File: src/hw/rtl/tccg_pkg.sv
package tccg_pkg;

  localparam int CUR_W   = 13;
  localparam int COORD_W = 12;
  localparam int COLOR_W = 32;
  localparam int CHAR_W  = 8;
  localparam int VALUE_W = 64;

  // input modes
  localparam logic [2:0] MODE_PUTC        = 3'd0;
  localparam logic [2:0] MODE_CLEAR       = 3'd1;
  localparam logic [2:0] MODE_SETCUR      = 3'd2;
  localparam logic [2:0] MODE_HEX_FULL    = 3'd3;
  localparam logic [2:0] MODE_HEX_COMPACT = 3'd4;

  // configuration register indexes
  localparam logic REG_SCREEN_W = 1'b0;
  localparam logic REG_SCREEN_H = 1'b1;

  localparam logic [CHAR_W-1:0] CH_NL   = 8'h0A;
  localparam logic [CHAR_W-1:0] CH_BS   = 8'h08;
  localparam logic [CHAR_W-1:0] CH_ZERO = 8'h30;
  localparam logic [CHAR_W-1:0] CH_X    = 8'h78;

  localparam logic [COLOR_W-1:0] COLOR_WHITE = 32'hFFFF_FFFF;
  localparam logic [COLOR_W-1:0] COLOR_BLACK = 32'h0000_0000;

  localparam logic [3:0] LAST_NIBBLE = 4'd15;

  typedef enum logic [2:0] {
    CMD_DRAW  = 3'd0,
    CMD_FILL  = 3'd1,
    CMD_COPY  = 3'd2,
    CMD_CLEAR = 3'd3,
    CMD_DONE  = 3'd4
  } cmd_kind_t;

  typedef enum logic [1:0] {
    OP_PUTC,
    OP_CLEAR,
    OP_SETCUR,
    OP_DONE
  } op_kind_t;

  typedef struct packed {
    op_kind_t             kind;
    logic [CHAR_W-1:0]    ch;
    logic [COLOR_W-1:0]   color;
    logic [COORD_W-1:0]   px;
    logic [COORD_W-1:0]   py;
  } op_t;

  typedef struct packed {
    cmd_kind_t            kind;
    logic [CUR_W-1:0]     x;
    logic [CUR_W-1:0]     y;
    logic [CUR_W-1:0]     rect_w;
    logic [CUR_W-1:0]     rect_h;
    logic [COORD_W-1:0]   src_y;
    logic [COLOR_W-1:0]   paint;
    logic [CHAR_W-1:0]    glyph;
    logic                 last;
  } res_t;

  typedef enum logic [2:0] {
    F_IDLE,
    F_OP,
    F_HEX0,
    F_HEXX,
    F_DIG,
    F_TAIL,
    F_DONE
  } front_state_t;

  typedef enum logic [1:0] {
    B_RUN,
    B_COPY,
    B_FILL
  } back_state_t;

  function automatic logic [CHAR_W-1:0] hex_char(input logic [3:0] d);
    if (d < 4'd10) begin
      return CH_ZERO + {4'h0, d};
    end else begin
      return 8'h37 + {4'h0, d};
    end
  endfunction

endpackage

File: src/hw/rtl/text_console_command_generator_core.sv
// Glyph console command generator. Each input word is one console operation
// (put character, clear, set cursor, full or compact 64-bit hex print); it is
// turned into framebuffer command words (draw glyph, fill, copy, clear) and
// always ends with a done word that carries the cursor and has tlast set.
// The front sequencer issues at most one operation per cycle into a four-entry
// queue while it is not full (a hex print is 0x, up to sixteen digits and, in
// full mode, a newline; compact mode pushes nothing for a skipped leading zero
// and prints a single 0 for a zero value), and accepts a new input word only
// once the previous one is fully queued. The back end drives at most one command
// word per cycle from its output register while the receiver is ready; an item
// gives up to four result words for a character and 57 for hex.
// screen_width and screen_height may be written only while the block is idle.
module text_console_command_generator_core
  import tccg_pkg::*;
#(
  parameter int GLYPH_W = 8,
  parameter int GLYPH_H = 16
) (
  input  logic          clk,
  input  logic          rst_n,
  input  logic          in_tvalid,
  output logic          in_tready,
  input  logic [127:0]  in_tdata,   // character, color, pos_x, pos_y, value
  input  logic [2:0]    in_tuser,   // mode
  output logic          out_tvalid,
  input  logic          out_tready,
  output logic [103:0]  out_tdata,  // x, y, rect_width, rect_height, source_y, paint, glyph
  output logic [2:0]    out_tuser,  // kind
  output logic          out_tlast,
  input  logic          cfg_wr_en,
  input  logic          cfg_addr,
  input  logic [12:0]   cfg_wdata
);

  logic [CUR_W-1:0] screen_w_r, screen_h_r;
  logic             op_push, op_full, op_pop, op_empty;
  op_t              op_q_in, op_q_out;
  res_t             res;

  always_ff @(posedge clk) begin
    if (!rst_n) begin
      screen_w_r <= 13'd1024;
      screen_h_r <= 13'd768;
    end else if (cfg_wr_en) begin
      case (cfg_addr)
        REG_SCREEN_W: screen_w_r <= cfg_wdata;
        REG_SCREEN_H: screen_h_r <= cfg_wdata;
        default: ;
      endcase
    end
  end

  tccg_front u_front (
    .clk      (clk),
    .rst_n    (rst_n),
    .in_valid (in_tvalid),
    .in_ready (in_tready),
    .in_mode  (in_tuser),
    .in_char  (in_tdata[7:0]),
    .in_color (in_tdata[39:8]),
    .in_pos_x (in_tdata[51:40]),
    .in_pos_y (in_tdata[63:52]),
    .in_value (in_tdata[127:64]),
    .op_push  (op_push),
    .op_out   (op_q_in),
    .op_full  (op_full)
  );

  tccg_fifo u_fifo (
    .clk       (clk),
    .rst_n     (rst_n),
    .push      (op_push),
    .push_data (op_q_in),
    .full      (op_full),
    .pop       (op_pop),
    .pop_data  (op_q_out),
    .empty     (op_empty)
  );

  tccg_back #(
    .GLYPH_W (GLYPH_W),
    .GLYPH_H (GLYPH_H)
  ) u_back (
    .clk       (clk),
    .rst_n     (rst_n),
    .op_valid  (!op_empty),
    .op_in     (op_q_out),
    .op_pop    (op_pop),
    .screen_w  (screen_w_r),
    .screen_h  (screen_h_r),
    .res_valid (out_tvalid),
    .res_ready (out_tready),
    .res_out   (res)
  );

  assign out_tuser = res.kind;
  assign out_tlast = res.last;
  assign out_tdata = {res.glyph, res.paint, res.src_y, res.rect_h, res.rect_w, res.y, res.x};

endmodule

File: src/hw/rtl/tccg_front.sv
module tccg_front
  import tccg_pkg::*;
(
  input  logic                clk,
  input  logic                rst_n,
  input  logic                in_valid,
  output logic                in_ready,
  input  logic [2:0]          in_mode,
  input  logic [CHAR_W-1:0]   in_char,
  input  logic [COLOR_W-1:0]  in_color,
  input  logic [COORD_W-1:0]  in_pos_x,
  input  logic [COORD_W-1:0]  in_pos_y,
  input  logic [VALUE_W-1:0]  in_value,
  output logic                op_push,
  output op_t                 op_out,
  input  logic                op_full
);

  front_state_t         state_r, state_nxt;
  logic [2:0]           mode_r;
  logic [CHAR_W-1:0]    ch_r;
  logic [COLOR_W-1:0]   color_r;
  logic [COORD_W-1:0]   px_r, py_r;
  logic [VALUE_W-1:0]   val_r, val_nxt;
  logic [3:0]           cnt_r, cnt_nxt;
  logic                 started_r, started_nxt;
  logic [3:0]           digit;
  logic                 skip;
  logic                 take;

  assign digit    = val_r[VALUE_W-1 -: 4];
  assign skip     = !started_r && (digit == 4'd0);
  assign in_ready = (state_r == F_IDLE);
  assign take     = in_valid && in_ready;

  always_ff @(posedge clk) begin
    if (!rst_n) begin
      state_r   <= F_IDLE;
      started_r <= 1'b0;
      cnt_r     <= '0;
    end else begin
      state_r   <= state_nxt;
      started_r <= started_nxt;
      cnt_r     <= cnt_nxt;
    end
  end

  always_ff @(posedge clk) begin
    val_r <= val_nxt;
    if (take) begin
      mode_r  <= in_mode;
      ch_r    <= in_char;
      color_r <= in_color;
      px_r    <= in_pos_x;
      py_r    <= in_pos_y;
    end
  end

  always_comb begin
    state_nxt   = state_r;
    val_nxt     = val_r;
    cnt_nxt     = cnt_r;
    started_nxt = started_r;
    op_push     = 1'b0;
    op_out      = '0;
    op_out.kind = OP_DONE;
    case (state_r)
      F_IDLE: begin
        if (in_valid) begin
          val_nxt     = in_value;
          cnt_nxt     = LAST_NIBBLE;
          started_nxt = (in_mode != MODE_HEX_COMPACT);
          case (in_mode)
            MODE_PUTC, MODE_CLEAR, MODE_SETCUR: state_nxt = F_OP;
            MODE_HEX_FULL, MODE_HEX_COMPACT:    state_nxt = F_HEX0;
            default:                            state_nxt = F_DONE;
          endcase
        end
      end
      F_OP: begin
        op_out.ch    = ch_r;
        op_out.color = color_r;
        op_out.px    = px_r;
        op_out.py    = py_r;
        case (mode_r)
          MODE_PUTC:  op_out.kind = OP_PUTC;
          MODE_CLEAR: op_out.kind = OP_CLEAR;
          default:    op_out.kind = OP_SETCUR;
        endcase
        op_push = !op_full;
        if (!op_full) begin
          state_nxt = F_DONE;
        end
      end
      F_HEX0: begin
        op_out.kind  = OP_PUTC;
        op_out.ch    = CH_ZERO;
        op_out.color = COLOR_WHITE;
        op_push      = !op_full;
        if (!op_full) begin
          state_nxt = F_HEXX;
        end
      end
      F_HEXX: begin
        op_out.kind  = OP_PUTC;
        op_out.ch    = CH_X;
        op_out.color = COLOR_WHITE;
        op_push      = !op_full;
        if (!op_full) begin
          state_nxt = F_DIG;
        end
      end
      F_DIG: begin
        op_out.kind  = OP_PUTC;
        op_out.ch    = hex_char(digit);
        op_out.color = COLOR_WHITE;
        op_push      = !skip && !op_full;
        if (skip || !op_full) begin
          if (!skip) begin
            started_nxt = 1'b1;
          end
          val_nxt = val_r << 4;
          cnt_nxt = cnt_r - 4'd1;
          if (cnt_r == 4'd0) begin
            state_nxt = F_TAIL;
          end
        end
      end
      F_TAIL: begin
        op_out.kind  = OP_PUTC;
        op_out.color = COLOR_WHITE;
        if (mode_r == MODE_HEX_FULL) begin
          op_out.ch = CH_NL;
          op_push   = !op_full;
          if (!op_full) begin
            state_nxt = F_DONE;
          end
        end else if (!started_r) begin
          op_out.ch = CH_ZERO;
          op_push   = !op_full;
          if (!op_full) begin
            state_nxt = F_DONE;
          end
        end else begin
          state_nxt = F_DONE;
        end
      end
      F_DONE: begin
        op_out.kind = OP_DONE;
        op_push     = !op_full;
        if (!op_full) begin
          state_nxt = F_IDLE;
        end
      end
      default: state_nxt = F_IDLE;
    endcase
  end

endmodule

File: src/hw/rtl/tccg_fifo.sv
module tccg_fifo
  import tccg_pkg::*;
(
  input  logic clk,
  input  logic rst_n,
  input  logic push,
  input  op_t  push_data,
  output logic full,
  input  logic pop,
  output op_t  pop_data,
  output logic empty
);

  localparam int DEPTH = 4;
  localparam int AW    = $clog2(DEPTH);

  op_t           mem_r [DEPTH];
  logic [AW-1:0] wptr_r, rptr_r;
  logic [AW:0]   count_r;
  logic          do_push, do_pop;

  assign full     = (count_r == (AW+1)'(DEPTH));
  assign empty    = (count_r == '0);
  assign do_push  = push && !full;
  assign do_pop   = pop && !empty;
  assign pop_data = mem_r[rptr_r];

  always_ff @(posedge clk) begin
    if (!rst_n) begin
      wptr_r  <= '0;
      rptr_r  <= '0;
      count_r <= '0;
    end else begin
      if (do_push) begin
        wptr_r <= wptr_r + AW'(1);
      end
      if (do_pop) begin
        rptr_r <= rptr_r + AW'(1);
      end
      if (do_push && !do_pop) begin
        count_r <= count_r + (AW+1)'(1);
      end else if (do_pop && !do_push) begin
        count_r <= count_r - (AW+1)'(1);
      end
    end
  end

  always_ff @(posedge clk) begin
    if (do_push) begin
      mem_r[wptr_r] <= push_data;
    end
  end

endmodule

File: src/hw/rtl/tccg_back.sv
module tccg_back
  import tccg_pkg::*;
#(
  parameter int GLYPH_W = 8,
  parameter int GLYPH_H = 16
) (
  input  logic             clk,
  input  logic             rst_n,
  input  logic             op_valid,
  input  op_t              op_in,
  output logic             op_pop,
  input  logic [CUR_W-1:0] screen_w,
  input  logic [CUR_W-1:0] screen_h,
  output logic             res_valid,
  input  logic             res_ready,
  output res_t             res_out
);

  localparam logic [CUR_W-1:0]   GW13 = CUR_W'(GLYPH_W);
  localparam logic [CUR_W-1:0]   GH13 = CUR_W'(GLYPH_H);
  localparam logic [COORD_W-1:0] GH12 = COORD_W'(GLYPH_H);

  back_state_t       state_r, state_nxt;
  logic [CUR_W-1:0]  cx_r, cx_nxt, cy_r, cy_nxt;
  logic              out_valid_r;
  res_t              res_r, res_nxt;
  logic              load;
  logic              out_free;
  logic [CUR_W:0]    nx, ny;
  logic              wrap, scroll;
  logic [CUR_W-1:0]  bottom, cx_bs;
  res_t              copy_res, fill_res;

  assign out_free = !out_valid_r || res_ready;
  assign nx       = {1'b0, cx_r} + (CUR_W+1)'(GLYPH_W);
  assign ny       = {1'b0, cy_r} + (CUR_W+1)'(GLYPH_H);
  assign wrap     = ({1'b0, nx} + (CUR_W+2)'(GLYPH_W)) > {2'b00, screen_w};
  assign scroll   = ({1'b0, ny} + (CUR_W+2)'(GLYPH_H)) > {2'b00, screen_h};
  assign bottom   = (screen_h > GH13) ? (screen_h - GH13) : '0;
  assign cx_bs    = (cx_r > GW13) ? (cx_r - GW13) : '0;

  always_comb begin
    copy_res        = '0;
    copy_res.kind   = CMD_COPY;
    copy_res.rect_w = screen_w;
    copy_res.rect_h = bottom;
    copy_res.src_y  = GH12;
    fill_res        = '0;
    fill_res.kind   = CMD_FILL;
    fill_res.y      = bottom;
    fill_res.rect_w = screen_w;
    fill_res.rect_h = GH13;
    fill_res.paint  = COLOR_BLACK;
  end

  always_ff @(posedge clk) begin
    if (!rst_n) begin
      state_r     <= B_RUN;
      cx_r        <= '0;
      cy_r        <= '0;
      out_valid_r <= 1'b0;
    end else begin
      state_r <= state_nxt;
      cx_r    <= cx_nxt;
      cy_r    <= cy_nxt;
      if (load) begin
        out_valid_r <= 1'b1;
      end else if (res_ready) begin
        out_valid_r <= 1'b0;
      end
    end
  end

  always_ff @(posedge clk) begin
    if (load) begin
      res_r <= res_nxt;
    end
  end

  always_comb begin
    state_nxt = state_r;
    cx_nxt    = cx_r;
    cy_nxt    = cy_r;
    load      = 1'b0;
    op_pop    = 1'b0;
    res_nxt   = '0;
    case (state_r)
      B_RUN: begin
        if (op_valid && out_free) begin
          op_pop = 1'b1;
          case (op_in.kind)
            OP_PUTC: begin
              if (op_in.ch == CH_NL) begin
                cx_nxt = '0;
                if (scroll) begin
                  cy_nxt    = bottom;
                  load      = 1'b1;
                  res_nxt   = copy_res;
                  state_nxt = B_FILL;
                end else begin
                  cy_nxt = ny[CUR_W-1:0];
                end
              end else if (op_in.ch == CH_BS) begin
                if (cx_r != '0) begin
                  cx_nxt         = cx_bs;
                  load           = 1'b1;
                  res_nxt.kind   = CMD_FILL;
                  res_nxt.x      = cx_bs;
                  res_nxt.y      = cy_r;
                  res_nxt.rect_w = GW13;
                  res_nxt.rect_h = GH13;
                  res_nxt.paint  = op_in.color;
                end
              end else begin
                load          = 1'b1;
                res_nxt.kind  = CMD_DRAW;
                res_nxt.x     = cx_r;
                res_nxt.y     = cy_r;
                res_nxt.paint = op_in.color;
                res_nxt.glyph = op_in.ch;
                cx_nxt        = nx[CUR_W-1:0];
                if (wrap) begin
                  cx_nxt = '0;
                  if (scroll) begin
                    cy_nxt    = bottom;
                    state_nxt = B_COPY;
                  end else begin
                    cy_nxt = ny[CUR_W-1:0];
                  end
                end
              end
            end
            OP_CLEAR: begin
              load          = 1'b1;
              res_nxt.kind  = CMD_CLEAR;
              res_nxt.paint = op_in.color;
              cx_nxt        = '0;
              cy_nxt        = '0;
            end
            OP_SETCUR: begin
              cx_nxt = {1'b0, op_in.px};
              cy_nxt = {1'b0, op_in.py};
            end
            OP_DONE: begin
              load         = 1'b1;
              res_nxt.kind = CMD_DONE;
              res_nxt.x    = cx_r;
              res_nxt.y    = cy_r;
              res_nxt.last = 1'b1;
            end
            default: ;
          endcase
        end
      end
      B_COPY: begin
        if (out_free) begin
          load      = 1'b1;
          res_nxt   = copy_res;
          state_nxt = B_FILL;
        end
      end
      B_FILL: begin
        if (out_free) begin
          load      = 1'b1;
          res_nxt   = fill_res;
          state_nxt = B_RUN;
        end
      end
      default: state_nxt = B_RUN;
    endcase
  end

  assign res_valid = out_valid_r;
  assign res_out   = res_r;

endmodule

File: config.mk
export PLATFORM = sky130hd
export DESIGN_NAME = text_console_command_generator_core
export DESIGN_NICKNAME = d
export VERILOG_FILES = /design/src/hw/rtl/tccg_pkg.sv /design/src/hw/rtl/text_console_command_generator_core.sv /design/src/hw/rtl/tccg_front.sv /design/src/hw/rtl/tccg_fifo.sv /design/src/hw/rtl/tccg_back.sv
export SDC_FILE = /design/constraint.sdc
export NUM_CORES = 1
export LEC_CHECK = 0
export ABC_AREA = 1
export ABC_CLOCK_PERIOD_IN_PS = 6400
export BUFFER_PORTS_ARGS = -buffer_cell sky130_fd_sc_hd__buf_2
export CORE_MARGIN = 2
export CORE_UTILIZATION = 59
export CTS_CLUSTER_SIZE = 28
export DETAILED_ROUTE_END_ITERATION = 7
export PLACE_DENSITY_LB_ADDON = 0.05
export SETUP_SLACK_MARGIN = 0.4
export SLEW_MARGIN = 30
export SYNTH_ARGS = -nofsm -noshare
export SYNTH_HDL_FRONTEND = slang
export SYNTH_SLANG_ARGS = --single-unit
File: constraint.sdc
create_clock -name clk -period 6.4 [get_ports clk]
set_input_delay 0.64 -clock clk [delete_from_list [all_inputs] [get_ports clk]]
set_output_delay 0.64 -clock clk [all_outputs]
set_load 0.03 [all_outputs]
Word level (Yosys, flattened, before mapping) --
Memory sizes are Yosys's and may differ from the RTL's. A register that Yosys moved wholly into a read port is not among the register bits. Cells that the tools add are included.
Operators by class: add/sub/neg operators 13, reduce and logical (&&, ||, !) cells 44, muxes and demuxes 92, equal/unequal tests 38, bitwise gates (word level) 1, $lt $le $gt $ge 5
Operators with widths (number):
- $pmux 108 s3 | 1
- $mux 107 | 2
- $pmux 40 s5 | 1
- $mux 13 | 10
- $mux 64 | 2
- $pmux 64 s2 | 1
- $mux 108 | 1
- $mux 106 | 1
- $pmux 13 s3 | 2
- $mux 32 | 2
- $pmux 32 s2 | 1
- $mux 55 | 1
- $mux 53 | 1
- $pmux 26 s2 | 1
- $mux 40 | 1
- $mux 38 | 1
- $mux 3 | 11
- $mux 8 | 4
- $gt 15x13->1 | 2
- $mux 27 | 1
- $mux 26 | 1
- $mux 24 | 1
- $mux 2 | 11
- $pmux 3 s7 | 1
- 56 further kinds | 132
Storage, ports and cells: bits of input ports 150, memories kept 1, word-level logic and storage cells 221, RAM bits 264, output and inout port bits 110, flip-flop bits (word level) 309
Memory list:
- u_fifo.mem_r | words 4, width 66, read ports 1, clocked after memory_dff 1, wr ports 1, RTL line tccg_fifo.sv:17 | op_t mem_r [DEPTH];

Depth between registers and ports, before layout --
word-level depth 10, mapped depth 25

By module --
From an unflattened synthesis, not the netlist that was laid out.
Unflattened totals: cell total of the unflattened synthesis 2517, area, all modules 26133.8 um^2
By module, submodules not included:
- tccg_fifo | times used 1, area each 10869.2 um^2, seq. area each 8107.8 um^2, cells each 708
- tccg_back | times used 1, area each 8189.1 um^2, seq. area each 3463.3 um^2, cells each 1058
- tccg_front | times used 1, area each 6068.3 um^2, seq. area each 4093.9 um^2, cells each 610
- text_console_command_generator_core | times used 1, area each 1007.2 um^2, seq. area each 520.5 um^2, cells each 141

Worst setup path after synthesis --
OpenSTA, ideal clock, no wires.
path type register to register, start register u_back.cy_r[4], end register u_back.res_r (netlist bit u_back.res_out[0]) (enable), arrival time 4369 ps, required time 5949 ps, setup slack 1580 ps, setup time 451 ps, path buffers 1, cell stages (with the launch flop) 25, cell sequence dfxtp_1 > clkbuf_2 > inv_1 > ha_1 > nor2_1 > nand3_1 > nor2_1 > nand2_1 > nor2_2 > nand2_1 > xor2_1 > inv_1 > ha_1 > nand2_1 > inv_1 > nand2_1 > nand2_1 > nand2_1 > nand4_1 > nand2_1 > nand2_1 > nand2_1 > nand2_1 > nand2_1 > inv_1
On the way: cells in the longest elaborated chain, start to end 8
RTL lines:
- start: declaration | RTL line tccg_back.sv:24 | logic [CUR_W-1:0] cx_r, cx_nxt, cy_r, cy_nxt;
- start signal: assignment | RTL line tccg_back.sv:65 | cy_r <= cy_nxt;
- $add 13x5->14 | RTL line tccg_back.sv:36 | assign ny = {1'b0, cy_r} + (CUR_W+1)'(GLYPH_H);
- $add 14x5->15 | RTL line tccg_back.sv:38 | assign scroll = ({1'b0, ny} + (CUR_W+2)'(GLYPH_H)) > {2'b00, screen_h};
- $gt 15x13->1 | RTL line tccg_back.sv:38
- $mux 1 | RTL line tccg_back.sv:95 | if (scroll) begin
- $mux 1 | RTL line tccg_back.sv:93 | if (op_in.ch == CH_NL) begin
- $pmux 1 s2 | RTL line tccg_back.sv:91 | case (op_in.kind)
- $mux 1 | RTL line tccg_back.sv:89 | if (op_valid && out_free) begin
- $pmux 1 s2 | RTL line tccg_back.sv:87 | case (state_r)
- named net u_back.load | RTL line tccg_back.sv:27 | logic load;
- end signal: assignment | RTL line tccg_back.sv:76 | res_r <= res_nxt;
- end: declaration | RTL line tccg_back.sv:26 | res_t res_r, res_nxt;
The timed path passes the listed nets, and every way through them passes these cells. A chain may end at the register's enable or synchronous reset.

==> flow_results.xml <==
<?xml version="1.0" encoding="UTF-8"?>
<metrics>
  <group name="status">
    <metric name="status" unit="">completed</metric>
  </group>
  <group name="finish">
    <metric name="finish.net_count" unit="">2813</metric>
    <metric name="final_standard_cell_area_without_fillers" unit="um^2">28730</metric>
    <metric name="area_growth" unit="%">14.75</metric>
    <metric name="fraction_of_final_layout_cells_sized_beyond_drive_strength_1" unit="">0.1685</metric>
  </group>
  <group name="cts">
    <metric name="tritoncts_num_sinks" unit="">564</metric>
    <metric name="cts_inserted_buffers" unit="">56</metric>
    <metric name="postCtsSetupBuffers" unit="">0</metric>
    <metric name="worst_skew_pair.late_latency" unit="ps">620</metric>
    <metric name="root_buffer" unit="">clkbuf_16</metric>
    <metric name="post_cts_hold_buffer_count" unit="">0</metric>
    <metric name="cts.repair.resized" unit="">0</metric>
    <metric name="tritoncts_clock_tree" unit="">yes</metric>
    <metric name="htree_num_levels" unit="">2</metric>
    <metric name="cts_buffer_depth" unit="">3</metric>
    <metric name="clock_slew_at_the_register_clock_pins_of_the_worst_setup_and_hold_paths" unit="ps">60</metric>
  </group>
  <group name="pwr">
    <metric name="leak" unit="nW">11.81</metric>
    <metric name="power.internal" unit="mW">9.742</metric>
    <metric name="pwr-share-comb" unit="">0.399</metric>
    <metric name="vdd.ir_drop.worst" unit="V">0.0004387</metric>
    <metric name="power.share.switching" unit="">0.4090</metric>
    <metric name="p_switching" unit="mW">6.742</metric>
    <metric name="sequentialPowerShare" unit="">0.395</metric>
    <metric name="clock_power_share" unit="">0.206</metric>
    <metric name="power_density" unit="nW/um^2">573.8</metric>
  </group>
  <group name="sta">
    <metric name="tightest_slew" unit="ps">959.6</metric>
    <metric name="period_utilization" unit="">0.7003</metric>
    <metric name="finalWorstSetupSlack" unit="ps">1918</metric>
    <metric name="post_route_setup_tns" unit="ps">0</metric>
    <metric name="final.setup_skew" unit="ps">29.60</metric>
    <metric name="fin_crit" unit="ps">4482</metric>
    <metric name="maxClockFrequency" unit="MHz">223.1</metric>
    <metric name="report.final.setup_viol" unit="">0</metric>
    <metric name="worst_slew_margin_relative_to_its_limit" unit="">0.3596</metric>
    <metric name="rsz_0062_raised_after_global_routing" unit="">false</metric>
    <metric name="report.final.hold_viol_count" unit="">0</metric>
    <metric name="finalMaxSlewViolations" unit="">0</metric>
  </group>
  <group name="synth">
    <metric name="synth_async_sr_flop_share" unit="">0</metric>
    <metric name="synthTopCellsByCount" unit="">625 x nand2_1, 492 x edfxtp_1, 236 x nor2_1</metric>
    <metric name="synth_seq_area_share" unit="">0.6478</metric>
    <metric name="post-synth-top-count-cell" unit="">nand2_1</metric>
    <metric name="post_synth_inst_count" unit="">2388</metric>
    <metric name="synth.lib_cells_used.distinct" unit="">53</metric>
    <metric name="synth.top_cell.area_share" unit="">0.5902</metric>
    <metric name="synth_top_cells_by_area" unit="">edfxtp_1 59%, nand2_1 9.4%, dfxtp_1 5.8%, nor2_1 3.5%, inv_1 3.1%</metric>
    <metric name="ys_ff_latch" unit="">564</metric>
    <metric name="synth_enable_flop_cells" unit="">492</metric>
    <metric name="synthesis.area_per_instance" unit="um^2">10.48</metric>
    <metric name="syn-cell-area" unit="um^2">25030</metric>
    <metric name="synth.yosys.warnings" unit="">0</metric>
    <metric name="synth.largest_area_cell" unit="">edfxtp_1</metric>
    <metric name="synthFlopType" unit="">edfxtp_1</metric>
  </group>
  <group name="worst_setup_path">
    <metric name="critical_path.n_buffers_inverters" unit="">3</metric>
    <metric name="cp-end-kind" unit="">flop</metric>
    <metric name="path_max_fanout" unit="">80</metric>
    <metric name="arrival_time_worst_endpoint" unit="ps">4780</metric>
    <metric name="worst_path_largest_cell_delay" unit="ps">740</metric>
    <metric name="cp_cell_sequence" unit="">buf_4 &gt; nand2_1 &gt; a32oi_1 &gt; ha_1 &gt; nor2_1 &gt; nand2_1 &gt; nand2_1 &gt; nand2_1 &gt; nand2_1 &gt; inv_6 &gt; buf_4</metric>
    <metric name="crit_slowest_cell" unit="">buf_4</metric>
    <metric name="r2r_slack" unit="ps">1920</metric>
    <metric name="startpoint_type" unit="">flop</metric>
    <metric name="crit_family" unit="">buffers and inverters</metric>
    <metric name="worstPathRequired" unit="ps">6700</metric>
    <metric name="worst_path_most_repeated_cell" unit="">nand2_1</metric>
    <metric name="worstSetupPathType" unit="">reg2reg</metric>
  </group>
  <group name="global_routing">
    <metric name="wire_length_of_the_first_global_routing_pass" unit="um">90510</metric>
    <metric name="grt_antenna_before_repair" unit="">3</metric>
    <metric name="number_of_global_route_vias_before_repair" unit="">17040</metric>
    <metric name="grt_start_max_net_pins" unit="">81</metric>
    <metric name="global_route.overflow_total" unit="">0</metric>
    <metric name="groute.usage.overall" unit="">0.2625</metric>
  </group>
  <group name="route">
    <metric name="avgRoutedWirePerCell" unit="um">18.24</metric>
    <metric name="totalWireLength" unit="um">58370</metric>
    <metric name="routed-via-count" unit="">17710</metric>
    <metric name="ant_nets" unit="">0</metric>
    <metric name="dr.pass1.iters" unit="">5</metric>
    <metric name="detail_route.iter0.violations" unit="">1350</metric>
    <metric name="post-route-drc-count" unit="">0</metric>
    <metric name="detail_routed_via_count_per_cell" unit="">5.535</metric>
  </group>
  <group name="floorplan">
    <metric name="design.die.area" unit="um^2">44090</metric>
    <metric name="core.rowCount" unit="">75</metric>
    <metric name="core_area" unit="um^2">41950</metric>
    <metric name="die_h" unit="um">210.0</metric>
    <metric name="chipWidth" unit="um">210.0</metric>
    <metric name="io-pin-count" unit="">260</metric>
    <metric name="floorplan.initialDensity" unit="">0.5968</metric>
  </group>
  <group name="run">
    <metric name="drv_cap" unit="">0</metric>
  </group>
  <group name="placement">
    <metric name="placed_area" unit="um^2">26780</metric>
    <metric name="dpl.hpwl" unit="um">39120</metric>
    <metric name="dpl_worst_slack" unit="ps">1957</metric>
    <metric name="finalWeightedCongestion" unit="">0.9162</metric>
    <metric name="io_buffer_count" unit="">248</metric>
  </group>
  <group name="min_path">
    <metric name="worst_hold_path_type" unit="">in2reg</metric>
  </group>
</metrics>
## cell type report
| cell class | instances | area (um^2) |
|---|---|---|
| Antenna cell | 3 | 7.507 |
| Sequential cell | 564 | 16220 |
| Clock inverter | 32 | 416.7 |
| Clock buffer | 72 | 1503 |
| Tap cell | 539 | 674.4 |
| Multi-Input combinational cell | 1489 | 7526 |
| Timing Repair Buffer | 273 | 1516 |
| Inverter | 228 | 863.3 |
| Fill cell | 3187 | 13220 |
## logic make-up after synthesis
| family | Yosys count | synth area share |
|---|---|---|
| buf+inv | 345 | 0.05598 |
| other cells | 1 | 0.0001498 |
| fa+ha+maj | 51 | 0.02579 |
| flops | 564 | 0.6478 |
| simple gates | 1005 | 0.1657 |
| xor+xnor | 34 | 0.01280 |
| compound gates | 388 | 0.09177 |
## final timing paths
path | start | end | depth (start not counted)
worst min register to register | u_front.cnt_r[0] | u_front.cnt_r[0] | 1
worst max register to register | flop | u_back.res_out[89] | 11
worst min-delay path | in_tdata[20] | u_front.color_r[12] | 1
worst max-delay path | flop | u_back.res_out[89] | 11
## per-layer routing
layer	vias up	GRT usage	wire length [um]
met4	0	0.09024	1567
met5	-	0	0
met3	102	0.03308	3177
met1	8479	0.3520	25000
met2	568	0.4471	28620
li1	8563	-	-
## state kept, by name, indices dropped and copies added (netlist names), 3 cells and up, named ones only
| name | count |
|---|---|
| screen_h_r | 13 |
| screen_w_r | 13 |
| u_back.cx_r | 13 |
| u_back.cy_r | 13 |
| u_back.res_out | 97 |
| u_fifo.count_r | 3 |
| u_fifo.mem_r | 264 |
| u_front.ch_r | 8 |
| u_front.cnt_r | 4 |
| u_front.color_r | 32 |
| u_front.mode_r | 3 |
| u_front.px_r | 12 |
| u_front.py_r | 12 |
| u_front.state_r | 3 |
| u_front.val_r | 64 |
## worst register-to-register path, stage by stage, from the launching register on
cell and delay, ps:
dfxtp_4 670, buf_4 760, nand2_1 170, a32oi_1 460, ha_1 680, nor2_1 120
nand2_1 90, nand2_1 40, nand2_1 60, nand2_1 110, inv_6 650, buf_4 370
## layout by cell type, fill, tap and decap left out, types with 20 or more instances in the layout
cell type | Yosys | final
o21ai_0 | 115 | 115
nand3_1 | 54 | 54
edfxtp_1 | 492 | 492
clkbuf_16 | 0 | 57
buf_2 | 20 | 248
inv_1 | 207 | 204
buf_4 | 15 | 20
ha_1 | 50 | 50
dfxtp_1 | 72 | 71
a32o_1 | 32 | 32
nor2_1 | 236 | 228
a21oi_1 | 151 | 151
xor2_1 | 24 | 24
nand2_1 | 625 | 625
o22ai_1 | 24 | 24
## through the flow
step | cells | util | hold slack [ps] | power [mW]
2_1_floorplan | 2398 | - | 422.3 | 11.11
6_report | 3200 | 0.6848 | 189.9 | 16.48
4_1_cts | 3196 | 0.6843 | 154.3 | 16.55
3_5_place_dp | 3092 | 0.6385 | 446.5 | 13.13
5_1_grt | 3199 | 0.6848 | 170.5 | 17.42
3_3_place_gp | 3088 | 0.6356 | 442.1 | 12.92
## power groups by stage
stage | logic (mW) | clock network (mW) | registers, mW
final | 6.58 | 3.39 | 6.51
after global routing | 7.22 | 3.57 | 6.62
after CTS | 6.59 | 3.45 | 6.51
after detailed placement | 6.56 | 0 | 6.57
after global placement | 6.36 | 0 | 6.55
after floorplan | 3.93 | 0 | 7.18
No activity file was read; power rests on OpenSTA's default activity.
